<file path="src/ispv_pkg.sv">
// ispv_pkg: constants and fixed-point helpers for the icon pixel variant unit
// register indexes, format bits, constant dividers and byte packing
// no dependencies
package ispv_pkg;

    localparam int unsigned CFG_IDX_W = 2;
    localparam int unsigned CFG_DATA_W = 3;

    localparam logic [CFG_IDX_W-1:0] REG_PIXEL_FORMAT = 2'd0;
    localparam logic [CFG_IDX_W-1:0] REG_VARIANT_MASK = 2'd1;

    localparam logic [1:0] FMT_RESET = 2'd2;
    localparam logic [2:0] MASK_RESET = 3'd0;

    // format bit meanings
    localparam int unsigned FMT_BIG_BIT = 0;
    localparam int unsigned FMT_ALPHA_BIT = 1;

    // variant mask bit meanings
    localparam int unsigned MASK_DIS_BIT = 0;
    localparam int unsigned MASK_ACT_BIT = 1;
    localparam int unsigned MASK_PART_BIT = 2;

    localparam logic [7:0] OPAQUE_ALPHA = 8'd255;
    localparam logic [10:0] DIS_OFFSET = 11'd648;
    localparam logic [10:0] DIS_CLK_OFFSET = 11'd564;

    typedef logic [7:0] chan_t;
    typedef chan_t pix4_t [4];

    // floor(x/5) for x < 1280 via reciprocal 13108 / 2^16
    function automatic chan_t div5_f(input logic [10:0] x);
        logic [24:0] p;
        p = 25'(x) * 25'd13108;
        return p[23:16];
    endfunction

    // floor(x/10) for x < 2560 via reciprocal 6554 / 2^16
    function automatic chan_t div10_f(input logic [11:0] x);
        logic [24:0] p;
        p = 25'(x) * 25'd6554;
        return p[23:16];
    endfunction

    // floor(x/100) for x < 25600 via reciprocal 10486 / 2^20
    function automatic chan_t div100_f(input logic [14:0] x);
        logic [28:0] p;
        p = 29'(x) * 29'd10486;
        return p[27:20];
    endfunction

    // logical channel k lands at byte k, or byte 3-k when big-endian
    function automatic logic [31:0] pack_f(input logic big, input pix4_t v);
        logic [31:0] r;
        if (big)
        begin
            r = {v[0], v[1], v[2], v[3]};
        end
        else
        begin
            r = {v[3], v[2], v[1], v[0]};
        end
        return r;
    endfunction

endpackage

</file>
<file path="src/icon_state_pixel_variants_unit.sv">
// icon_state_pixel_variants_unit: five-stage pipeline building four pixel variants
// depends on ispv_pkg
//
// sustains one item per cycle while out_ready is high
// five register stages, each holding one item with its valid bit
// stalls back up stage by stage; a full stage holds until the next one frees
// reset clears all valid bits and returns pixel_format to 2 and variant_mask to 0
module icon_state_pixel_variants_unit
    import ispv_pkg::*;
(
    input  logic                  clk,
    input  logic                  rst_n,
    input  logic                  cfg_we,
    input  logic [CFG_IDX_W-1:0]  cfg_index,
    input  logic [CFG_DATA_W-1:0] cfg_data,
    input  logic                  in_valid,
    output logic                  in_ready,
    input  logic [7:0]            in_byte0,
    input  logic [7:0]            in_byte1,
    input  logic [7:0]            in_byte2,
    input  logic [7:0]            in_byte3,
    output logic                  out_valid,
    input  logic                  out_ready,
    output logic [31:0]           normal_pixel,
    output logic [31:0]           clicked_pixel,
    output logic [31:0]           disabled_pixel,
    output logic [31:0]           disabled_clicked_pixel
);

    logic [1:0] pixel_format_reg;
    logic [2:0] variant_mask_reg;

    logic big;
    logic has_alpha;
    logic want_dis;
    logic want_clk;

    assign big = pixel_format_reg[FMT_BIG_BIT];
    assign has_alpha = pixel_format_reg[FMT_ALPHA_BIT];
    assign want_dis = variant_mask_reg[MASK_DIS_BIT];
    assign want_clk = variant_mask_reg[MASK_ACT_BIT] | variant_mask_reg[MASK_PART_BIT];

    always_ff @(posedge clk or negedge rst_n)
    begin
        if (!rst_n)
        begin
            pixel_format_reg <= FMT_RESET;
            variant_mask_reg <= MASK_RESET;
        end
        else if (cfg_we)
        begin
            case (cfg_index)
                REG_PIXEL_FORMAT: pixel_format_reg <= cfg_data[1:0];
                REG_VARIANT_MASK: variant_mask_reg <= cfg_data;
                default: ;
            endcase
        end
    end

    // stage valids and advance
    logic s1_valid_reg, s2_valid_reg, s3_valid_reg, s4_valid_reg, s5_valid_reg;
    logic adv1, adv2, adv3, adv4, adv5;

    assign adv5 = !s5_valid_reg || out_ready;
    assign adv4 = !s4_valid_reg || adv5;
    assign adv3 = !s3_valid_reg || adv4;
    assign adv2 = !s2_valid_reg || adv3;
    assign adv1 = !s1_valid_reg || adv2;
    assign in_ready = adv1;

    always_ff @(posedge clk or negedge rst_n)
    begin
        if (!rst_n)
        begin
            s1_valid_reg <= 1'b0;
            s2_valid_reg <= 1'b0;
            s3_valid_reg <= 1'b0;
            s4_valid_reg <= 1'b0;
            s5_valid_reg <= 1'b0;
        end
        else
        begin
            if (adv1) s1_valid_reg <= in_valid;
            if (adv2) s2_valid_reg <= s1_valid_reg;
            if (adv3) s3_valid_reg <= s2_valid_reg;
            if (adv4) s4_valid_reg <= s3_valid_reg;
            if (adv5) s5_valid_reg <= s4_valid_reg;
        end
    end

    // stage 1: byte order to logical channels
    pix4_t n1_reg, n1_next;

    always_comb
    begin
        if (big)
        begin
            n1_next[0] = in_byte3;
            n1_next[1] = in_byte2;
            n1_next[2] = in_byte1;
            n1_next[3] = has_alpha ? in_byte0 : OPAQUE_ALPHA;
        end
        else
        begin
            n1_next[0] = in_byte0;
            n1_next[1] = in_byte1;
            n1_next[2] = in_byte2;
            n1_next[3] = has_alpha ? in_byte3 : OPAQUE_ALPHA;
        end
    end

    always_ff @(posedge clk)
    begin
        if (adv1) n1_reg <= n1_next;
    end

    // stage 2: clicked, opaque disabled, alpha cut and grey sum
    pix4_t n2_reg, c2_reg, od2_reg, odc2_reg;
    pix4_t c2_next, od2_next, odc2_next;
    chan_t da2_reg, da2_next;
    logic [14:0] gsum2_reg, gsum2_next;

    always_comb
    begin
        for (int k = 0; k < 3; k++)
        begin
            c2_next[k] = div5_f({1'b0, n1_reg[k], 2'b00});
            od2_next[k] = div5_f({2'b00, n1_reg[k], 1'b0} + DIS_OFFSET);
            odc2_next[k] = div5_f({2'b00, n1_reg[k], 1'b0} + DIS_CLK_OFFSET);
        end
        c2_next[3] = n1_reg[3];
        od2_next[3] = OPAQUE_ALPHA;
        odc2_next[3] = OPAQUE_ALPHA;
        da2_next = div10_f(12'(n1_reg[3]) * 12'd3);
        gsum2_next = 15'(n1_reg[0]) * 15'd10 + 15'(n1_reg[1]) * 15'd60
                   + 15'(n1_reg[2]) * 15'd30;
    end

    always_ff @(posedge clk)
    begin
        if (adv2)
        begin
            n2_reg <= n1_reg;
            c2_reg <= c2_next;
            od2_reg <= od2_next;
            odc2_reg <= odc2_next;
            da2_reg <= da2_next;
            gsum2_reg <= gsum2_next;
        end
    end

    // stage 3: grey
    pix4_t n3_reg, c3_reg, od3_reg, odc3_reg;
    chan_t da3_reg, grey3_reg;

    always_ff @(posedge clk)
    begin
        if (adv3)
        begin
            n3_reg <= n2_reg;
            c3_reg <= c2_reg;
            od3_reg <= od2_reg;
            odc3_reg <= odc2_reg;
            da3_reg <= da2_reg;
            grey3_reg <= div100_f(gsum2_reg);
        end
    end

    // stage 4: desaturated colors
    pix4_t n4_reg, c4_reg, od4_reg, odc4_reg, d4_reg, d4_next;
    chan_t da4_reg;

    always_comb
    begin
        for (int k = 0; k < 3; k++)
        begin
            d4_next[k] = div10_f(12'(grey3_reg) * 12'd7 + 12'(n3_reg[k]) * 12'd3);
        end
        d4_next[3] = da3_reg;
    end

    always_ff @(posedge clk)
    begin
        if (adv4)
        begin
            n4_reg <= n3_reg;
            c4_reg <= c3_reg;
            od4_reg <= od3_reg;
            odc4_reg <= odc3_reg;
            da4_reg <= da3_reg;
            d4_reg <= d4_next;
        end
    end

    // stage 5: darkened disabled, selection, packing and masking
    pix4_t dc5, dis5, disc5;
    logic [31:0] normal_reg, clicked_reg, disabled_reg, dis_clk_reg;
    logic [31:0] normal_next, clicked_next, disabled_next, dis_clk_next;

    always_comb
    begin
        for (int k = 0; k < 3; k++)
        begin
            dc5[k] = div5_f({1'b0, d4_reg[k], 2'b00});
        end
        dc5[3] = da4_reg;
        dis5 = has_alpha ? d4_reg : od4_reg;
        disc5 = has_alpha ? dc5 : odc4_reg;
        normal_next = pack_f(big, n4_reg);
        clicked_next = want_clk ? pack_f(big, c4_reg) : 32'd0;
        disabled_next = want_dis ? pack_f(big, dis5) : 32'd0;
        dis_clk_next = (want_dis && want_clk) ? pack_f(big, disc5) : 32'd0;
    end

    always_ff @(posedge clk)
    begin
        if (adv5)
        begin
            normal_reg <= normal_next;
            clicked_reg <= clicked_next;
            disabled_reg <= disabled_next;
            dis_clk_reg <= dis_clk_next;
        end
    end

    assign out_valid = s5_valid_reg;
    assign normal_pixel = normal_reg;
    assign clicked_pixel = clicked_reg;
    assign disabled_pixel = disabled_reg;
    assign disabled_clicked_pixel = dis_clk_reg;

`ifndef SYNTHESIS
    // input side only blocks when every stage is full and the output stalls
    assert property (@(posedge clk) disable iff (!rst_n)
        !in_ready |-> (s1_valid_reg && s2_valid_reg && s3_valid_reg
                       && s4_valid_reg && s5_valid_reg && !out_ready))
        else $error("input stalled with a free pipeline slot");

    // disabled variants are zero when not enabled
    assert property (@(posedge clk) disable iff (!rst_n)
        (out_valid && !want_dis) |-> (disabled_pixel == 32'd0
                                      && disabled_clicked_pixel == 32'd0))
        else $error("disabled variant present while not enabled");

    // opaque formats always carry full alpha in the normal variant
    assert property (@(posedge clk) disable iff (!rst_n)
        (out_valid && !has_alpha) |->
            ((big ? normal_pixel[7:0] : normal_pixel[31:24]) == OPAQUE_ALPHA))
        else $error("opaque normal variant lost its alpha");
`endif

endmodule
</file>
<file path="config.mk">
export PLATFORM = sky130hd
export DESIGN_NAME = icon_state_pixel_variants_unit
export DESIGN_NICKNAME = d
export VERILOG_FILES = /design/src/ispv_pkg.sv /design/src/icon_state_pixel_variants_unit.sv
export SDC_FILE = /design/constraint.sdc
export NUM_CORES = 2
export LEC_CHECK = 0
export BUFFER_PORTS_ARGS = -buffer_cell sky130_fd_sc_hd__buf_4
export CELL_PAD_IN_SITES_DETAIL_PLACEMENT = 1
export CELL_PAD_IN_SITES_GLOBAL_PLACEMENT = 1
export CORE_MARGIN = 2
export CORE_UTILIZATION = 50
export CTS_CLUSTER_DIAMETER = 100
export DETAILED_ROUTE_END_ITERATION = 10
export GPL_ROUTABILITY_DRIVEN = 1
export PLACE_DENSITY_LB_ADDON = 0.1
export REMOVE_ABC_BUFFERS = 1
export SLEW_MARGIN = 20
export SYNTH_ARGS = -nofsm -noshare
export SYNTH_HDL_FRONTEND = slang
export SYNTH_SLANG_ARGS = --single-unit
</file>
<file path="constraint.sdc">
create_clock -name clk -period 11 [get_ports clk]
set_clock_uncertainty 0.05 [all_clocks]
set_input_delay 1.65 -clock clk [delete_from_list [all_inputs] [get_ports clk]]
set_output_delay 1.65 -clock clk [all_outputs]
set_load 0.02 [all_outputs]
</file>
# Word-level counts from Yosys, hierarchy flattened
# Cells that the tools add are included.
[op_classes] n_addsub=11 n_mul=25 n_div=0 n_lt_le_gt_ge=0 n_eq_ne=1 n_shift=0 muxes=9 bitwise_logic=1 n_reduce_logical=14
[ops] operator="$mux 32" n=7
[ops] operator="$mul 11x12->22 const B" n=6
[ops] operator="$mul 8x12->20 const B" n=6
[ops] operator="$mul 12x12->23 const B" n=3
[ops] operator="$add 9x10->11 const B" n=6
[ops] operator="$mul 8x2->10 const B" n=4
[ops] operator="$add 11x10->12" n=3
[ops] operator="$mul 15x13->27 const B" n=1
[ops] operator="$mul 8x4->12 const B" n=2
[ops] operator="$mul 10x12->22 const B" n=1
[ops] operator="$mul 8x3->11 const B" n=2
[ops] operator="$mux 8" n=2
[ops] operator="$add 12x14->15" n=1
[ops] operator="$add 15x13->15" n=1
[ops] operator="$logic_not 1->1" n=5
[ops] operator="$logic_or 1x1->1" n=5
[ops] operator="$reduce_and 2->1" n=2
[ops] operator="$eq 2x1->1 const B" n=1
[ops] operator="$logic_not 2->1" n=1
[ops] operator="$logic_and 1x1->1" n=1
[ops] operator="$or 1x1->1" n=1
[totals] ff_bits=550 latch_bits=0 ramBits=0 mem_bits_ro=0 input_bits=42 output_inout_bits=130 wordCells=123 n_memories=0

# Longest topological paths before layout
[depth] word_depth=6 mapped_depth=32

# Worst setup path after synthesis
# OpenSTA, ideal clock, no wires.
[synth_timing] path_kind="input to output" from="input out_ready" to="output in_ready" arrival_ns=6.712 required_ns=9.300 slack_ns=2.588 cell_stages=4 n_path_buf=0 cell_sequence="nor2b_1 -> nand4_1 -> inv_1 -> nand2_1"
[synth_via] elab_chain_cells=5
[synth_lines] element="from (decl)" line_no="icon_state_pixel_variants_unit.sv:23" rtl="input logic out_ready,"
[synth_lines] element="$logic_or 1x1->1" line_no="icon_state_pixel_variants_unit.sv:64" rtl="assign adv5 = !s5_valid_reg || out_ready;"
[synth_lines] element="$logic_or 1x1->1" line_no="icon_state_pixel_variants_unit.sv:65" rtl="assign adv4 = !s4_valid_reg || adv5;"
[synth_lines] element="$logic_or 1x1->1" line_no="icon_state_pixel_variants_unit.sv:66" rtl="assign adv3 = !s3_valid_reg || adv4;"
[synth_lines] element="$logic_or 1x1->1" line_no="icon_state_pixel_variants_unit.sv:67" rtl="assign adv2 = !s2_valid_reg || adv3;"
[synth_lines] element="via adv2" line_no="icon_state_pixel_variants_unit.sv:62" rtl="logic adv1, adv2, adv3, adv4, adv5;"
[synth_lines] element="$logic_or 1x1->1" line_no="icon_state_pixel_variants_unit.sv:68" rtl="assign adv1 = !s1_valid_reg || adv2;"
[synth_lines] element="to (decl)" line_no="icon_state_pixel_variants_unit.sv:17" rtl="output logic in_ready,"
# The timed path passes the listed nets, and every way through them passes these cells.

==> metrics <==
# setup viols final=0; via count of the first global-routing pass=38500; Pre-Repair DR Iteration Count=5; area of the die=~0.11 mm^2; final net count=6655; most common flop cell mapped by yosys=sky130_fd_sc_hd__edfxtp_1; accumulated negative setup slack=0 ps; number of vias after detailed routing=34800; slew margin rel.=0.217; Crit Path Class=reg -> reg; number of vias per cell=5.43; final weighted congestion in routability-driven placement=0.875; Final Hold Vio Count=0; largest net degree at the start of global routing=78; core outline area=roughly 0.11 mm^2; initial antenna violation count=5; violation count after the first detailed-routing iteration=1699; area of the mapped netlist=0.0550 mm^2; share of Yosys cell area claimed by the top area cell type=0.294; global-route wire length before repair=217000 um; Post-synth EDFFs=539; number of buffers created by CTS=67; number of H-tree branching levels=3; critical path's largest stage delay=550 ps; row cnt=121; source of the critical timing path=grey3_reg[0]$_DFFE_PP_; overflow left after global routing=0; CP startpoint kind=flop; setup slack of the worst register-to-register path=2210 ps; syn_area_per_cell=11.7 um^2; leading cell types by total area after synthesis=sky130_fd_sc_hd__edfxtp_1 29%, sky130_fd_sc_hd__ha_1 26%, sky130_fd_sc_hd__fa_1 19%; die boundary width=336 um; hold buffer count at CTS=0; top cell type by total area after synthesis=sky130_fd_sc_hd__edfxtp_1; final count of pins violating max slew=0; sequential cell area=0.0164 mm^2; TritonCTS clock tree=yes; number of DRC violations after detailed routing=0; Distinct cells, synth=92; clock network latency to the later pin of the worst-skew pair=around 650 ps; crit-path max FO=6; yosys warns=0; final wirelength=~140000 um; status=finished clean; Routed Antenna Nets=0; Critical Path Most Common Cell=sky130_fd_sc_hd__fa_1; number of antenna repair diodes=0; area taken by multi-input logic gates=0.0348 mm^2; Clk Tree Root Cell=sky130_fd_sc_hd__clkbuf_16; proportion of layout cells with a drive suffix above 1=0.0864; Worst-Margin Slew=1170 ps; synthesized instance count=4708; die boundary height=336 um; Reg2Reg Launch Point=grey3_reg[0]$_DFFE_PP_; clk sink count=549; share of synthesized registers carrying an async set or reset=0.0182; initial cell density of the core=0.505; clock transition at the registers of the reported paths=60 ps; Max Buffers Root-to-Sink=3; Cells on Worst Hold Path=0; core occupancy in the finished layout=0.554; Hold Slack=362 ps; RSZ-0062 raised after global routing=false; I/O pin count=approximately 170; post-CTS setup buffers=0; data required time at the worst endpoint=11320 ps; Min Clock Period, post-route=~9000 ps; routed len/inst=about 22 um; area grow syn2layout=9.76%; CP max stage cell=sky130_fd_sc_hd__fa_1; worst hold path type=reg -> reg; IO Port Bufs=171; f_max=approximately 0.11 GHz; sort of element at the end of the critical path=flop; Detailed Place HPWL=114000 um; launch instance of the worst min-delay path=odc3_reg[24]$_DFFE_PP_; flip-flop and latch count after synthesis=549; part of the Yosys area used for sequential elements=0.299; final critical-path share of the clock period=0.799; CTS resizes=0; fillers=approximately 11000; GRT Total Usage=0.252; Worst R2R Path Depth=28; arrival time worst endpoint=9110 ps; max-cap check violation count=0
## cells in the final DEF, fill, tap and decap left out, drive strengths merged, types with 32 or more instances in the layout
cell    instances
buf           204
edfxtp        539
a211oi         44
nand3          50
fa            523
mux2i          44
xnor2         179
nor3           67
and2           37
o21ai          99
nor2          149
a21o           32
inv           982
ha           1153
clkbuf         77
mux2           44
o21a           32
xor2           74
a21oi         171
nand2         150
## per-stage QoR
stage	cells	setup WS, ps	instance area, um^2
6_report	6405	2210	60400
5_1_grt	6405	1640	60400
4_1_cts	6405	2090	60400
3_5_place_dp	6282	2200	58200
3_3_place_gp	6282	2500	58200
2_1_floorplan	4664	2590	54900
## worst max-delay path, delay by kind of cell (launching register included)
| kind | cells | cell delay [ps] |
|---|---|---|
| AOI/OAI and AO/OA | 6 | 1260 |
| xor gates and xnor gates | 3 | 1120 |
| adders and majority gates | 11 | 4830 |
| buffers and inverters | 5 | 310 |
| DFF | 1 | 510 |
| and+or+nand+nor | 3 | 450 |
## per-layer routing
metal / part of all wire / global-route usage / wire (um)
met1: 0.45 / 0.339 / 62400
met2: 0.48 / 0.429 / 66800
met3: 0.039 / 0.0320 / 5360
met4: 0.026 / 0.0726 / 3630
met5: 0 / 0 / 0
## path summary, 6_finish.rpt
check / to
worst min-delay path: odc4_reg[24]$_DFFE_PP_
max in group asynchronous: pixel_format_reg[1]$_DFFE_PN1P_
worst max register to register: d4_reg[31]$_DFFE_PP_
min in group asynchronous: out_valid$_DFFE_PN0P_
worst max-delay path: d4_reg[31]$_DFFE_PP_
worst min register to register: odc4_reg[24]$_DFFE_PP_
## cells by family after synthesis
kind of cell    synth area share
compound gates            0.0628
fa+ha+maj                  0.452
mux                       0.0236
buf+inv                   0.0696
xor+xnor                  0.0410
simple gates              0.0518
flops                      0.299
## cells in the mapped netlist, types with 22 or more instances
| cell | count |
|---|---|
| sky130_fd_sc_hd__a211oi_1 | 43 |
| sky130_fd_sc_hd__a21o_1 | 32 |
| sky130_fd_sc_hd__a21oi_1 | 168 |
| sky130_fd_sc_hd__and2_1 | 37 |
| sky130_fd_sc_hd__clkbuf_1 | 33 |
| sky130_fd_sc_hd__edfxtp_1 | 539 |
| sky130_fd_sc_hd__fa_1 | 523 |
| sky130_fd_sc_hd__ha_1 | 1153 |
| sky130_fd_sc_hd__inv_1 | 972 |
| sky130_fd_sc_hd__mux2_2 | 44 |
| sky130_fd_sc_hd__mux2i_1 | 44 |
| sky130_fd_sc_hd__nand2_1 | 150 |
| sky130_fd_sc_hd__nand3_1 | 50 |
| sky130_fd_sc_hd__nor2_1 | 149 |
| sky130_fd_sc_hd__nor3_1 | 67 |
| sky130_fd_sc_hd__o21a_1 | 32 |
| sky130_fd_sc_hd__o21ai_0 | 90 |
| sky130_fd_sc_hd__o21bai_1 | 25 |
| sky130_fd_sc_hd__or2_2 | 24 |
| sky130_fd_sc_hd__or3_1 | 22 |
| sky130_fd_sc_hd__xnor2_1 | 178 |
| sky130_fd_sc_hd__xor2_1 | 74 |
## cell type report
class | instances | share of cell area
well taps | 1414 | 0.0293
clock inverters | 46 | 0.00682
multi-input cells | 3141 | 0.576
inverters | 974 | 0.0606
flip-flops and latches | 549 | 0.272
clock buffers | 77 | 0.0296
repair buffers | 204 | 0.0254
Power is left out: the tool's default activity adds up to more than one toggle a clock period on the data nets, which glitch-free logic cannot reach.
